**config.mk**
```make
export PLATFORM = sky130hd
export DESIGN_NAME = voice_pool_priority_stealing_top
export DESIGN_NICKNAME = d
export VERILOG_FILES = /design/src/vpps_pkg.sv /design/src/voice_pool_priority_stealing_top.sv /design/src/vpps_victim_scan.sv
export SDC_FILE = /design/constraint.sdc
export NUM_CORES = 2
export LEC_CHECK = 0
export BUFFER_PORTS_ARGS = -buffer_cell sky130_fd_sc_hd__buf_2
export CAP_MARGIN = 20
export CORE_UTILIZATION = 45
export CTS_BUF_LIST = sky130_fd_sc_hd__clkbuf_8
export DETAILED_ROUTE_END_ITERATION = 8
export GPL_ROUTABILITY_DRIVEN = 0
export REMOVE_ABC_BUFFERS = 1
export SYNTH_ARGS = -nofsm -noshare
export SYNTH_HDL_FRONTEND = slang
export SYNTH_SLANG_ARGS = --single-unit
export TNS_END_PERCENT = 100
```
**constraint.sdc**
```tcl
create_clock -name clk -period 10.1 [get_ports clk]
set_input_delay 0.505 -clock clk [delete_from_list [all_inputs] [get_ports clk]]
set_output_delay 0.505 -clock clk [all_outputs]
set_load 0.05 [all_outputs]
```
**src/vpps_pkg.sv**
```systemverilog
// Shared types, constants and helpers for the voice pool with priority stealing.
// No dependencies; imported by every module of the block.
`default_nettype none

package vpps_pkg;

    // Pool geometry
    localparam int VOICE_COUNT = 32;
    localparam int IDX_W       = $clog2(VOICE_COUNT);
    localparam int SLOT_W      = 5;
    localparam int PRIO_W      = 2;
    localparam int TICK_W      = 32;
    localparam int MODE_W      = 3;
    localparam int STATUS_W    = 2;

    // Operation codes
    localparam logic [MODE_W-1:0] MODE_ACQUIRE  = 3'd0;
    localparam logic [MODE_W-1:0] MODE_RELEASE  = 3'd1;
    localparam logic [MODE_W-1:0] MODE_FINISHED = 3'd2;
    localparam logic [MODE_W-1:0] MODE_TICK     = 3'd3;
    localparam logic [MODE_W-1:0] MODE_STOP_ALL = 3'd4;

    // Grant status codes
    localparam logic [STATUS_W-1:0] STAT_FREE    = 2'd0;
    localparam logic [STATUS_W-1:0] STAT_REUSED  = 2'd1;
    localparam logic [STATUS_W-1:0] STAT_STOLEN  = 2'd2;
    localparam logic [STATUS_W-1:0] STAT_REFUSED = 2'd3;

    // Stored priority of a granted voice
    localparam logic [PRIO_W-1:0] PRIO_LOOP = 2'd2;
    localparam logic [PRIO_W-1:0] PRIO_ONCE = 2'd1;

    localparam logic [TICK_W-1:0] TICK_MAX = {TICK_W{1'b1}};

    // Request and result payloads
    typedef struct packed {
        logic [MODE_W-1:0] mode;
        logic [PRIO_W-1:0] request_priority;
        logic              loop_flag;
        logic [SLOT_W-1:0] voice_slot;
    } vpps_req_t;

    typedef struct packed {
        logic [SLOT_W-1:0]   granted_slot;
        logic [STATUS_W-1:0] grant_status;
    } vpps_rsp_t;

    // One entry offered to the victim compare unit
    typedef struct packed {
        logic              valid;
        logic [IDX_W-1:0]  index;
        logic [PRIO_W-1:0] prio;
        logic [TICK_W-1:0] tick;
        logic [PRIO_W-1:0] req;
    } vpps_step_t;

    // Best victim so far, including the entry offered this cycle
    typedef struct packed {
        logic             have;
        logic [IDX_W-1:0] pick;
    } vpps_best_t;

    typedef struct packed {
        logic             found;
        logic [IDX_W-1:0] idx;
    } vpps_hit_t;

    // Lowest set bit of a pool-wide mask
    function automatic vpps_hit_t first_set(input logic [VOICE_COUNT-1:0] v);
        vpps_hit_t h;
        h.found = 1'b0;
        h.idx   = '0;
        for (int i = VOICE_COUNT - 1; i >= 0; i--) begin
            if (v[i]) begin
                h.found = 1'b1;
                h.idx   = IDX_W'(i);
            end
        end
        return h;
    endfunction

endpackage

`default_nettype wire

```
**src/voice_pool_priority_stealing_top.sv**
```systemverilog
// Voice pool top level: voice state, sequencer and result register.
// Depends on vpps_pkg and vpps_victim_scan.
// Release, finished, tick, stop-all and an acquire that finds a free or
//   finished slot give their result in the cycle after the request is taken.
// An acquire that must steal walks all VOICE_COUNT voices through one compare
//   unit, one voice a cycle, and gives its result when the walk ends.
// busy is low again in the cycle the result strobe shows; results cannot stall.
// Reset clears every voice mark, priority, start tick and the tick counter.
`default_nettype none

module voice_pool_priority_stealing_top
    import vpps_pkg::*;
(
    input  wire logic      clk,
    input  wire logic      rst_n,
    input  wire logic      start,
    output logic           busy,
    input  wire vpps_req_t request,
    output logic           done,
    output vpps_rsp_t      result
);

    localparam logic ST_IDLE = 1'b0;
    localparam logic ST_SCAN = 1'b1;

    logic state_reg, state_next;
    logic [IDX_W-1:0]       idx_reg, idx_next;
    logic [PRIO_W-1:0]      req_prio_reg;
    logic                   loop_reg;
    logic [VOICE_COUNT-1:0] active_reg, active_next;
    logic [VOICE_COUNT-1:0] owned_reg, owned_next;
    logic [VOICE_COUNT-1:0] playing_reg, playing_next;
    logic [PRIO_W-1:0]      prio_reg [VOICE_COUNT];
    logic [TICK_W-1:0]      start_tick_reg [VOICE_COUNT];
    logic [TICK_W-1:0]      tick_count_reg, tick_count_next;
    logic                   done_reg, done_next;
    vpps_rsp_t              result_reg, result_next;

    logic             accept;
    logic             slot_ok;
    vpps_hit_t        free_hit, fin_hit;
    vpps_step_t       step;
    vpps_best_t       best;
    logic             grant_en;
    logic [IDX_W-1:0] grant_idx;
    logic             grant_loop;

    assign busy    = (state_reg != ST_IDLE);
    assign accept  = start && !busy;
    assign slot_ok = (32'(request.voice_slot) < 32'(VOICE_COUNT));

    // Slot searches for the first two acquire passes
    assign free_hit = first_set(~active_reg);
    assign fin_hit  = first_set(active_reg & ~playing_reg);

    // Steal pass: offer one voice a cycle to the compare unit
    assign step.valid = (state_reg == ST_SCAN);
    assign step.index = idx_reg;
    assign step.prio  = prio_reg[idx_reg];
    assign step.tick  = start_tick_reg[idx_reg];
    assign step.req   = req_prio_reg;

    vpps_victim_scan u_victim_scan (
        .clk   (clk),
        .rst_n (rst_n),
        .clear (accept),
        .step  (step),
        .best  (best)
    );

    // Sequencer and voice mark updates
    always_comb
    begin
        state_next      = state_reg;
        idx_next        = idx_reg;
        active_next     = active_reg;
        owned_next      = owned_reg;
        playing_next    = playing_reg;
        tick_count_next = tick_count_reg;
        done_next       = 1'b0;
        result_next     = result_reg;
        grant_en        = 1'b0;
        grant_idx       = '0;
        grant_loop      = loop_reg;

        case (state_reg)
            ST_IDLE:
            begin
                if (accept)
                begin
                    done_next                = 1'b1;
                    result_next.granted_slot = '0;
                    result_next.grant_status = STAT_FREE;
                    grant_loop               = request.loop_flag;
                    case (request.mode)
                        MODE_ACQUIRE:
                        begin
                            if (free_hit.found)
                            begin
                                grant_en  = 1'b1;
                                grant_idx = free_hit.idx;
                                result_next.granted_slot = SLOT_W'(free_hit.idx);
                            end
                            else if (fin_hit.found)
                            begin
                                grant_en  = 1'b1;
                                grant_idx = fin_hit.idx;
                                result_next.granted_slot = SLOT_W'(fin_hit.idx);
                                result_next.grant_status = STAT_REUSED;
                            end
                            else
                            begin
                                done_next  = 1'b0;
                                state_next = ST_SCAN;
                                idx_next   = '0;
                            end
                        end
                        MODE_RELEASE:
                        begin
                            for (int i = 0; i < VOICE_COUNT; i++)
                            begin
                                if (slot_ok && (32'(request.voice_slot) == 32'(i)))
                                begin
                                    owned_next[i] = 1'b0;
                                end
                            end
                        end
                        MODE_FINISHED:
                        begin
                            for (int i = 0; i < VOICE_COUNT; i++)
                            begin
                                if (slot_ok && (32'(request.voice_slot) == 32'(i)))
                                begin
                                    playing_next[i] = 1'b0;
                                end
                            end
                        end
                        MODE_TICK:
                        begin
                            if (tick_count_reg != TICK_MAX)
                            begin
                                tick_count_next = tick_count_reg + 1'b1;
                            end
                            // recycle finished voices nobody owns
                            active_next = active_reg & (owned_reg | playing_reg);
                            owned_next  = owned_reg & (owned_reg | playing_reg);
                        end
                        MODE_STOP_ALL:
                        begin
                            active_next  = '0;
                            owned_next   = '0;
                            playing_next = '0;
                        end
                        default:
                        begin
                        end
                    endcase
                end
            end
            ST_SCAN:
            begin
                idx_next = idx_reg + 1'b1;
                if (32'(idx_reg) == 32'(VOICE_COUNT - 1))
                begin
                    state_next = ST_IDLE;
                    done_next  = 1'b1;
                    if (best.have)
                    begin
                        grant_en  = 1'b1;
                        grant_idx = best.pick;
                        result_next.granted_slot = SLOT_W'(best.pick);
                        result_next.grant_status = STAT_STOLEN;
                    end
                    else
                    begin
                        result_next.granted_slot = '0;
                        result_next.grant_status = STAT_REFUSED;
                    end
                end
            end
            default:
            begin
                state_next = ST_IDLE;
            end
        endcase

        // A granted voice starts active, owned and playing
        if (grant_en)
        begin
            active_next[grant_idx]  = 1'b1;
            owned_next[grant_idx]   = 1'b1;
            playing_next[grant_idx] = 1'b1;
        end
    end

    // Control and voice state
    always_ff @(posedge clk or negedge rst_n)
    begin
        if (!rst_n)
        begin
            state_reg      <= ST_IDLE;
            idx_reg        <= '0;
            active_reg     <= '0;
            owned_reg      <= '0;
            playing_reg    <= '0;
            tick_count_reg <= '0;
            done_reg       <= 1'b0;
            for (int i = 0; i < VOICE_COUNT; i++)
            begin
                prio_reg[i]       <= '0;
                start_tick_reg[i] <= '0;
            end
        end
        else
        begin
            state_reg      <= state_next;
            idx_reg        <= idx_next;
            active_reg     <= active_next;
            owned_reg      <= owned_next;
            playing_reg    <= playing_next;
            tick_count_reg <= tick_count_next;
            done_reg       <= done_next;
            if (grant_en)
            begin
                prio_reg[grant_idx]       <= grant_loop ? PRIO_LOOP : PRIO_ONCE;
                start_tick_reg[grant_idx] <= tick_count_reg;
            end
        end
    end

    // Request fields held for the steal pass, and the result payload
    always_ff @(posedge clk)
    begin
        if (accept)
        begin
            req_prio_reg <= request.request_priority;
            loop_reg     <= request.loop_flag;
        end
        result_reg <= result_next;
    end

    assign done   = done_reg;
    assign result = result_reg;

    // A refused acquire reports slot zero
    a_refused_slot_zero: assert property (@(posedge clk) disable iff (!rst_n)
        (done && (result.grant_status == STAT_REFUSED)) |-> (result.granted_slot == '0))
        else $error("refused acquire with nonzero slot");

    // A steal or refusal only ends a full scan
    a_steal_after_scan: assert property (@(posedge clk) disable iff (!rst_n)
        (done && ((result.grant_status == STAT_STOLEN) ||
                  (result.grant_status == STAT_REFUSED)))
        |-> $past(state_reg == ST_SCAN))
        else $error("steal result without a scan");

    // Any request other than a scanning acquire answers on the next cycle
    a_quick_answer: assert property (@(posedge clk) disable iff (!rst_n)
        (accept && (state_next == ST_IDLE)) |=> done)
        else $error("missing result strobe");

    // No result strobe while the scan is still running
    a_no_done_in_scan: assert property (@(posedge clk) disable iff (!rst_n)
        (state_reg == ST_SCAN) |-> !done)
        else $error("result strobe during scan");

    // Tick counter never moves backward
    a_tick_monotonic: assert property (@(posedge clk) disable iff (!rst_n)
        $past(rst_n) |-> (tick_count_reg >= $past(tick_count_reg)))
        else $error("tick counter decreased");

endmodule

`default_nettype wire

```
**src/vpps_victim_scan.sv**
```systemverilog
// Victim compare unit: one priority/start-tick comparison per cycle, keeps the best.
// Depends on vpps_pkg.
`default_nettype none

module vpps_victim_scan
    import vpps_pkg::*;
(
    input  wire logic       clk,
    input  wire logic       rst_n,
    input  wire logic       clear,
    input  wire vpps_step_t step,
    output vpps_best_t      best
);

    logic              have_reg, have_next;
    logic [PRIO_W-1:0] pri_reg, pri_next;
    logic [TICK_W-1:0] tick_reg, tick_next;
    logic [IDX_W-1:0]  pick_reg, pick_next;
    logic              qualify, better;

    // Lower priority wins, then older start tick; ties keep the lower index
    always_comb
    begin
        qualify   = step.valid && (step.prio <= step.req);
        better    = !have_reg || (step.prio < pri_reg) ||
                    ((step.prio == pri_reg) && (step.tick < tick_reg));
        have_next = have_reg;
        pri_next  = pri_reg;
        tick_next = tick_reg;
        pick_next = pick_reg;
        if (clear)
        begin
            have_next = 1'b0;
        end
        else if (qualify && better)
        begin
            have_next = 1'b1;
            pri_next  = step.prio;
            tick_next = step.tick;
            pick_next = step.index;
        end
    end

    always_ff @(posedge clk or negedge rst_n)
    begin
        if (!rst_n)
        begin
            have_reg <= 1'b0;
        end
        else
        begin
            have_reg <= have_next;
        end
    end

    // Comparison payload, no reset needed
    always_ff @(posedge clk)
    begin
        pri_reg  <= pri_next;
        tick_reg <= tick_next;
        pick_reg <= pick_next;
    end

    assign best.have = have_next;
    assign best.pick = pick_next;

endmodule

`default_nettype wire

```
==> impl_results.rst <==
.. list-table::
   :header-rows: 1

   * - Metric
     - Value
   * - CTS clock-pin slew for the worst setup and hold paths
     - 0.06 ns
   * - Wire length of the first global-routing pass
     - 237000 um
   * - CTS tree
     - done
   * - Met1 global-route usage
     - 34.3%
   * - Max Clock Skew
     - 0.0499 ns
   * - Leakage dissipation
     - 0.0321 uW
   * - Run status
     - finished clean
   * - Antenna violations before repair
     - 3
   * - Post-synthesis async set-or-reset flop share
     - 96.2%
   * - Number of failing hold endpoints at the final stage
     - 0
   * - Place WS
     - 2.31 ns
   * - CTS root buffer
     - sky130_fd_sc_hd__clkbuf_8
   * - CP Data Required Time
     - 10.88 ns
   * - Number of detailed-routing iterations run before antenna repair
     - 5
   * - Top-level port count
     - 23
   * - Via/cell ratio
     - 5.86
   * - Nets
     - 3982
   * - Mean Syn Cell Area
     - 15.1 um2
   * - Relative slew slack
     - 23.9%
   * - Power Density
     - 167 nW/um2
   * - Clock latency reported for the late side of the worst-skew pair
     - 0.94 ns
   * - Most Used Layer, Global Route
     - met2
   * - Ys Warns
     - 0
   * - Data arrival at the endpoint of the critical path
     - 8.62 ns
   * - Maximum level of the CTS H-tree
     - 4
   * - DRC marker count from the first detailed-route iteration
     - 2549
   * - Sum of overflow across all layers after global routing
     - 0
   * - CP endpoint kind
     - flop
   * - Crit path max-delay cell type
     - sky130_fd_sc_hd__or3_1
   * - Worst path bufs/invs
     - 2
   * - GR Util met3
     - 3.57%
   * - Max-slew violation count
     - 0
   * - Post-detailed-placement half-perimeter wirelength
     - 87100 um
   * - Number of cells in the finished layout apart from fillers
     - 5849
   * - Number of core rows
     - 132
   * - Slew @ Worst Pin
     - 1.14 ns
   * - Post-synthesis instance area
     - 59300 um2
   * - Total Die Area
     - 133000 um2
   * - Port Buffers
     - 22
   * - Met2 Track Usage GR
     - 37.8%
   * - Reg2reg start
     - idx_reg[0]$_DFFE_PN0P_
   * - Quantity of gates resized following cts
     - 0
   * - Number of enable flip-flop cells after synthesis
     - 43
   * - Gate count after technology mapping
     - 3933
   * - Register-to-register path setup slack
     - 2.27 ns
   * - Max-capacitance violation count
     - 0
   * - Period utilisation layout
     - 77.5%
   * - Placed insts
     - 5440
   * - Max reg flops
     - 1024
   * - Setup ws final
     - 2.27 ns
   * - Deepest clock path buffer count
     - 3
   * - # setup viols final
     - 0
   * - Remaining DRCs
     - 0
   * - Die outline height
     - 365 um
   * - Maximum cell stage delay along the critical path
     - 0.79 ns
   * - Worst Setup Path Type
     - flop to flop
   * - Family with the most delay on the worst path
     - simple AND/OR/NAND/NOR gates
   * - Highest attainable clock frequency
     - 0.128 GHz
   * - Post-CTS Repair Setup Buffers
     - 0
   * - Setup crit start kind
     - flop
   * - Antenna viol nets, final
     - 0
   * - Register bit total from synthesis
     - 1273
   * - Path depth of the worst reg2reg path
     - 16
   * - Register area share after synthesis
     - 54.0%
   * - Largest fanout on the critical path
     - 57
   * - Largest net degree at the start of global routing
     - 179
   * - Path class of the lowest-slack min-delay path
     - input pin to flop
   * - Core footprint
     - 130000 um2
   * - Routed wirelength normalized by instance count
     - 26.6 um
   * - Initial core utilization
     - 45.6%
   * - VDD IR-drop max
     - 144 uV
   * - RSZ-0062 raised after global routing
     - no
   * - Primary FF master, synth
     - sky130_fd_sc_hd__dfrtp_1
   * - Minimum clock period after layout
     - 7.83 ns
   * - End of the worst hold path
     - busy$_DFF_PN0_
   * - Worst reg2reg path endpoint
     - start_tick_reg[934]$_DFFE_PN0P_
   * - Final hold slack
     - 0.109 ns
   * - Hold Startpoint
     - start
   * - Count of different cell masters after synthesis
     - 87
   * - Vias in the first global route
     - 35600
   * - Die outline width
     - 365 um
   * - Global routing usage summed across all routing layers
     - 24.0%
   * - Hold Path Stages
     - 3
   * - Signed area change from the synthesized netlist to the final layout
     - 11.1%
   * - WL final
     - 155000 um
   * - Fraction of layout cells with a size suffix above 1
     - 45.8%
   * - Crit-path cells
     - buf_12 -> mux4_2 -> mux4_2 -> mux2_2 -> ha_1 -> a21oi_1 -> a21boi_0 -> nor4b_2 -> o211ai_2 -> nor2_1 -> nor3_1 -> nand3b_1 -> or3_1 -> nor4bb_4 -> buf_4 -> mux2_2
   * - Sink Count
     - 1273
   * - Number of buffers inserted during clock tree synthesis
     - 210
   * - Via count of the routed design
     - 34300
repair_timing:
item,in CTS,in global routing
endpoints found under the setup margin,0,0
endpoints found under the hold margin,130,0
hold buffers,3,0
per-layer routing:
metal / up-vias / wire length (um)
met1: 18600 / 70800
met4: 0 / 4180
met2: 802 / 73600
met3: 268 / 6790
met5: - / 0
li1: 14600 / -
report_power, final:
| group | switching (uW) | total [uW] | internal, uW |
|---|---|---|---|
| clock | 2130 | 4560 | 2420 |
| sequential | 96.5 | 5270 | 5180 |
| combinational | 726 | 1140 | 417 |
| total | 2950 | 11000 | 8020 |
worst max-delay path by stage:
stage / slack, ns / cells past startpoint / start / to
floorplan: -8.67 / 13 / idx_reg[0]$_DFFE_PN0P_ / prio_reg[58]$_DFFE_PN0P_
global placement: 2.38 / 16 / idx_reg[0]$_DFFE_PN0P_ / start_tick_reg[453]$_DFFE_PN0P_
detailed placement: 2.31 / 15 / idx_reg[0]$_DFFE_PN0P_ / start_tick_reg[932]$_DFFE_PN0P_
CTS: 2.26 / 15 / idx_reg[0]$_DFFE_PN0P_ / start_tick_reg[934]$_DFFE_PN0P_
global route: 1.95 / 17 / idx_reg[0]$_DFFE_PN0P_ / start_tick_reg[935]$_DFFE_PN0P_
finish: 2.27 / 16 / idx_reg[0]$_DFFE_PN0P_ / start_tick_reg[934]$_DFFE_PN0P_
worst reg2reg max path, stage by stage, from the launching register on:
cell	delay [ns]
sky130_fd_sc_hd__dfrtp_4	0.75
sky130_fd_sc_hd__buf_12	0.45
sky130_fd_sc_hd__mux4_2	0.68
sky130_fd_sc_hd__mux4_2	0.50
sky130_fd_sc_hd__mux2_2	0.32
sky130_fd_sc_hd__ha_1	0.33
sky130_fd_sc_hd__a21oi_1	0.12
sky130_fd_sc_hd__a21boi_0	0.27
sky130_fd_sc_hd__nor4b_2	0.55
sky130_fd_sc_hd__o211ai_2	0.23
sky130_fd_sc_hd__nor2_1	0.46
sky130_fd_sc_hd__nor3_1	0.11
sky130_fd_sc_hd__nand3b_1	0.58
sky130_fd_sc_hd__or3_1	0.79
sky130_fd_sc_hd__nor4bb_4	0.49
sky130_fd_sc_hd__buf_4	0.63
sky130_fd_sc_hd__mux2_2	0.43
final cells by class:
type	count	area (um2)
timing repair buffer	130	1490
clock inverter	117	604
clock buffer	267	3670
tap	1742	2180
inverter	54	208
multi-input combinational	2261	25700
antenna	5	12.5
sequential	1273	32100
fill	11200	64300
layout by cell type (no fill, tap or decap), types with 17 or more instances in the layout:
cell / Yosys / final
sky130_fd_sc_hd__xnor2_1: 24 / 24
sky130_fd_sc_hd__a21o_1: 68 / 68
sky130_fd_sc_hd__edfxtp_1: 43 / 43
sky130_fd_sc_hd__dfrtp_1: 1224 / 1220
sky130_fd_sc_hd__nand4_1: 31 / 31
sky130_fd_sc_hd__buf_2: 89 / 21
sky130_fd_sc_hd__nor2_1: 99 / 98
sky130_fd_sc_hd__nand3_1: 25 / 25
sky130_fd_sc_hd__nand2_1: 119 / 119
sky130_fd_sc_hd__mux2_4: 54 / 54
sky130_fd_sc_hd__inv_1: 53 / 126
sky130_fd_sc_hd__mux4_2: 330 / 330
sky130_fd_sc_hd__ha_1: 38 / 38
sky130_fd_sc_hd__mux2i_1: 18 / 17
sky130_fd_sc_hd__buf_16: 0 / 17
sky130_fd_sc_hd__mux2_2: 999 / 999
sky130_fd_sc_hd__clkbuf_8: 0 / 267
sky130_fd_sc_hd__nor2b_1: 25 / 25
sky130_fd_sc_hd__o21ai_0: 121 / 121
sky130_fd_sc_hd__buf_4: 13 / 71
sky130_fd_sc_hd__a21oi_1: 32 / 31
sky130_fd_sc_hd__buf_12: 1 / 17
sky130_fd_sc_hd__nand2b_1: 31 / 31
sky130_fd_sc_hd__mux2_1: 73 / 73
Yosys cell counts, drive strengths merged, types with 7 or more instances:
| master | n | area share (%) |
|---|---|---|
| xnor2 | 24 | 0.35 |
| clkbuf | 166 | 1.1 |
| mux2 | 1126 | 22 |
| nand2 | 119 | 0.75 |
| nor2 | 100 | 0.64 |
| nor4 | 9 | 0.20 |
| nand3 | 25 | 0.21 |
| ha | 38 | 0.80 |
| a21o | 68 | 0.86 |
| nor2b | 25 | 0.26 |
| edfxtp | 43 | 2.2 |
| and3 | 12 | 0.13 |
| buf | 179 | 1.6 |
| a31oi | 7 | 0.074 |
| mux2i | 18 | 0.30 |
| o211ai | 10 | 0.14 |
| dfrtp | 1224 | 52 |
| mux4 | 330 | 13 |
| nand2b | 31 | 0.33 |
| inv | 54 | 0.34 |
| a21oi | 32 | 0.27 |
| xor2 | 9 | 0.13 |
| nand4 | 33 | 0.37 |
| nor3 | 20 | 0.30 |
| o21ai | 124 | 1.1 |
kinds of logic after synthesis:
family	Yosys count	share of synthesized area (%)
AO/OA/AOI/OAI	291	3.17
flip-flops	1273	54.0
XOR/XNOR	33	0.487
AND/OR/NAND/NOR	425	3.91
buffers and inverters	399	3.03
multiplexers	1474	34.6
adder cells (fa/ha/maj)	38	0.802
metrics by stage:
stage	cell area [um2]	power, uW	utilization (%)	setup TNS (ns)
after global placement	61100	6490	46.9	0
final	65900	11000	50.6	0
after global routing	65900	11400	50.6	0
after floorplan	57700	6180	-	-8131.99
after detailed placement	61100	6490	46.9	0
after CTS	65400	11100	50.3	0
(Power assumes the default switching activity.)
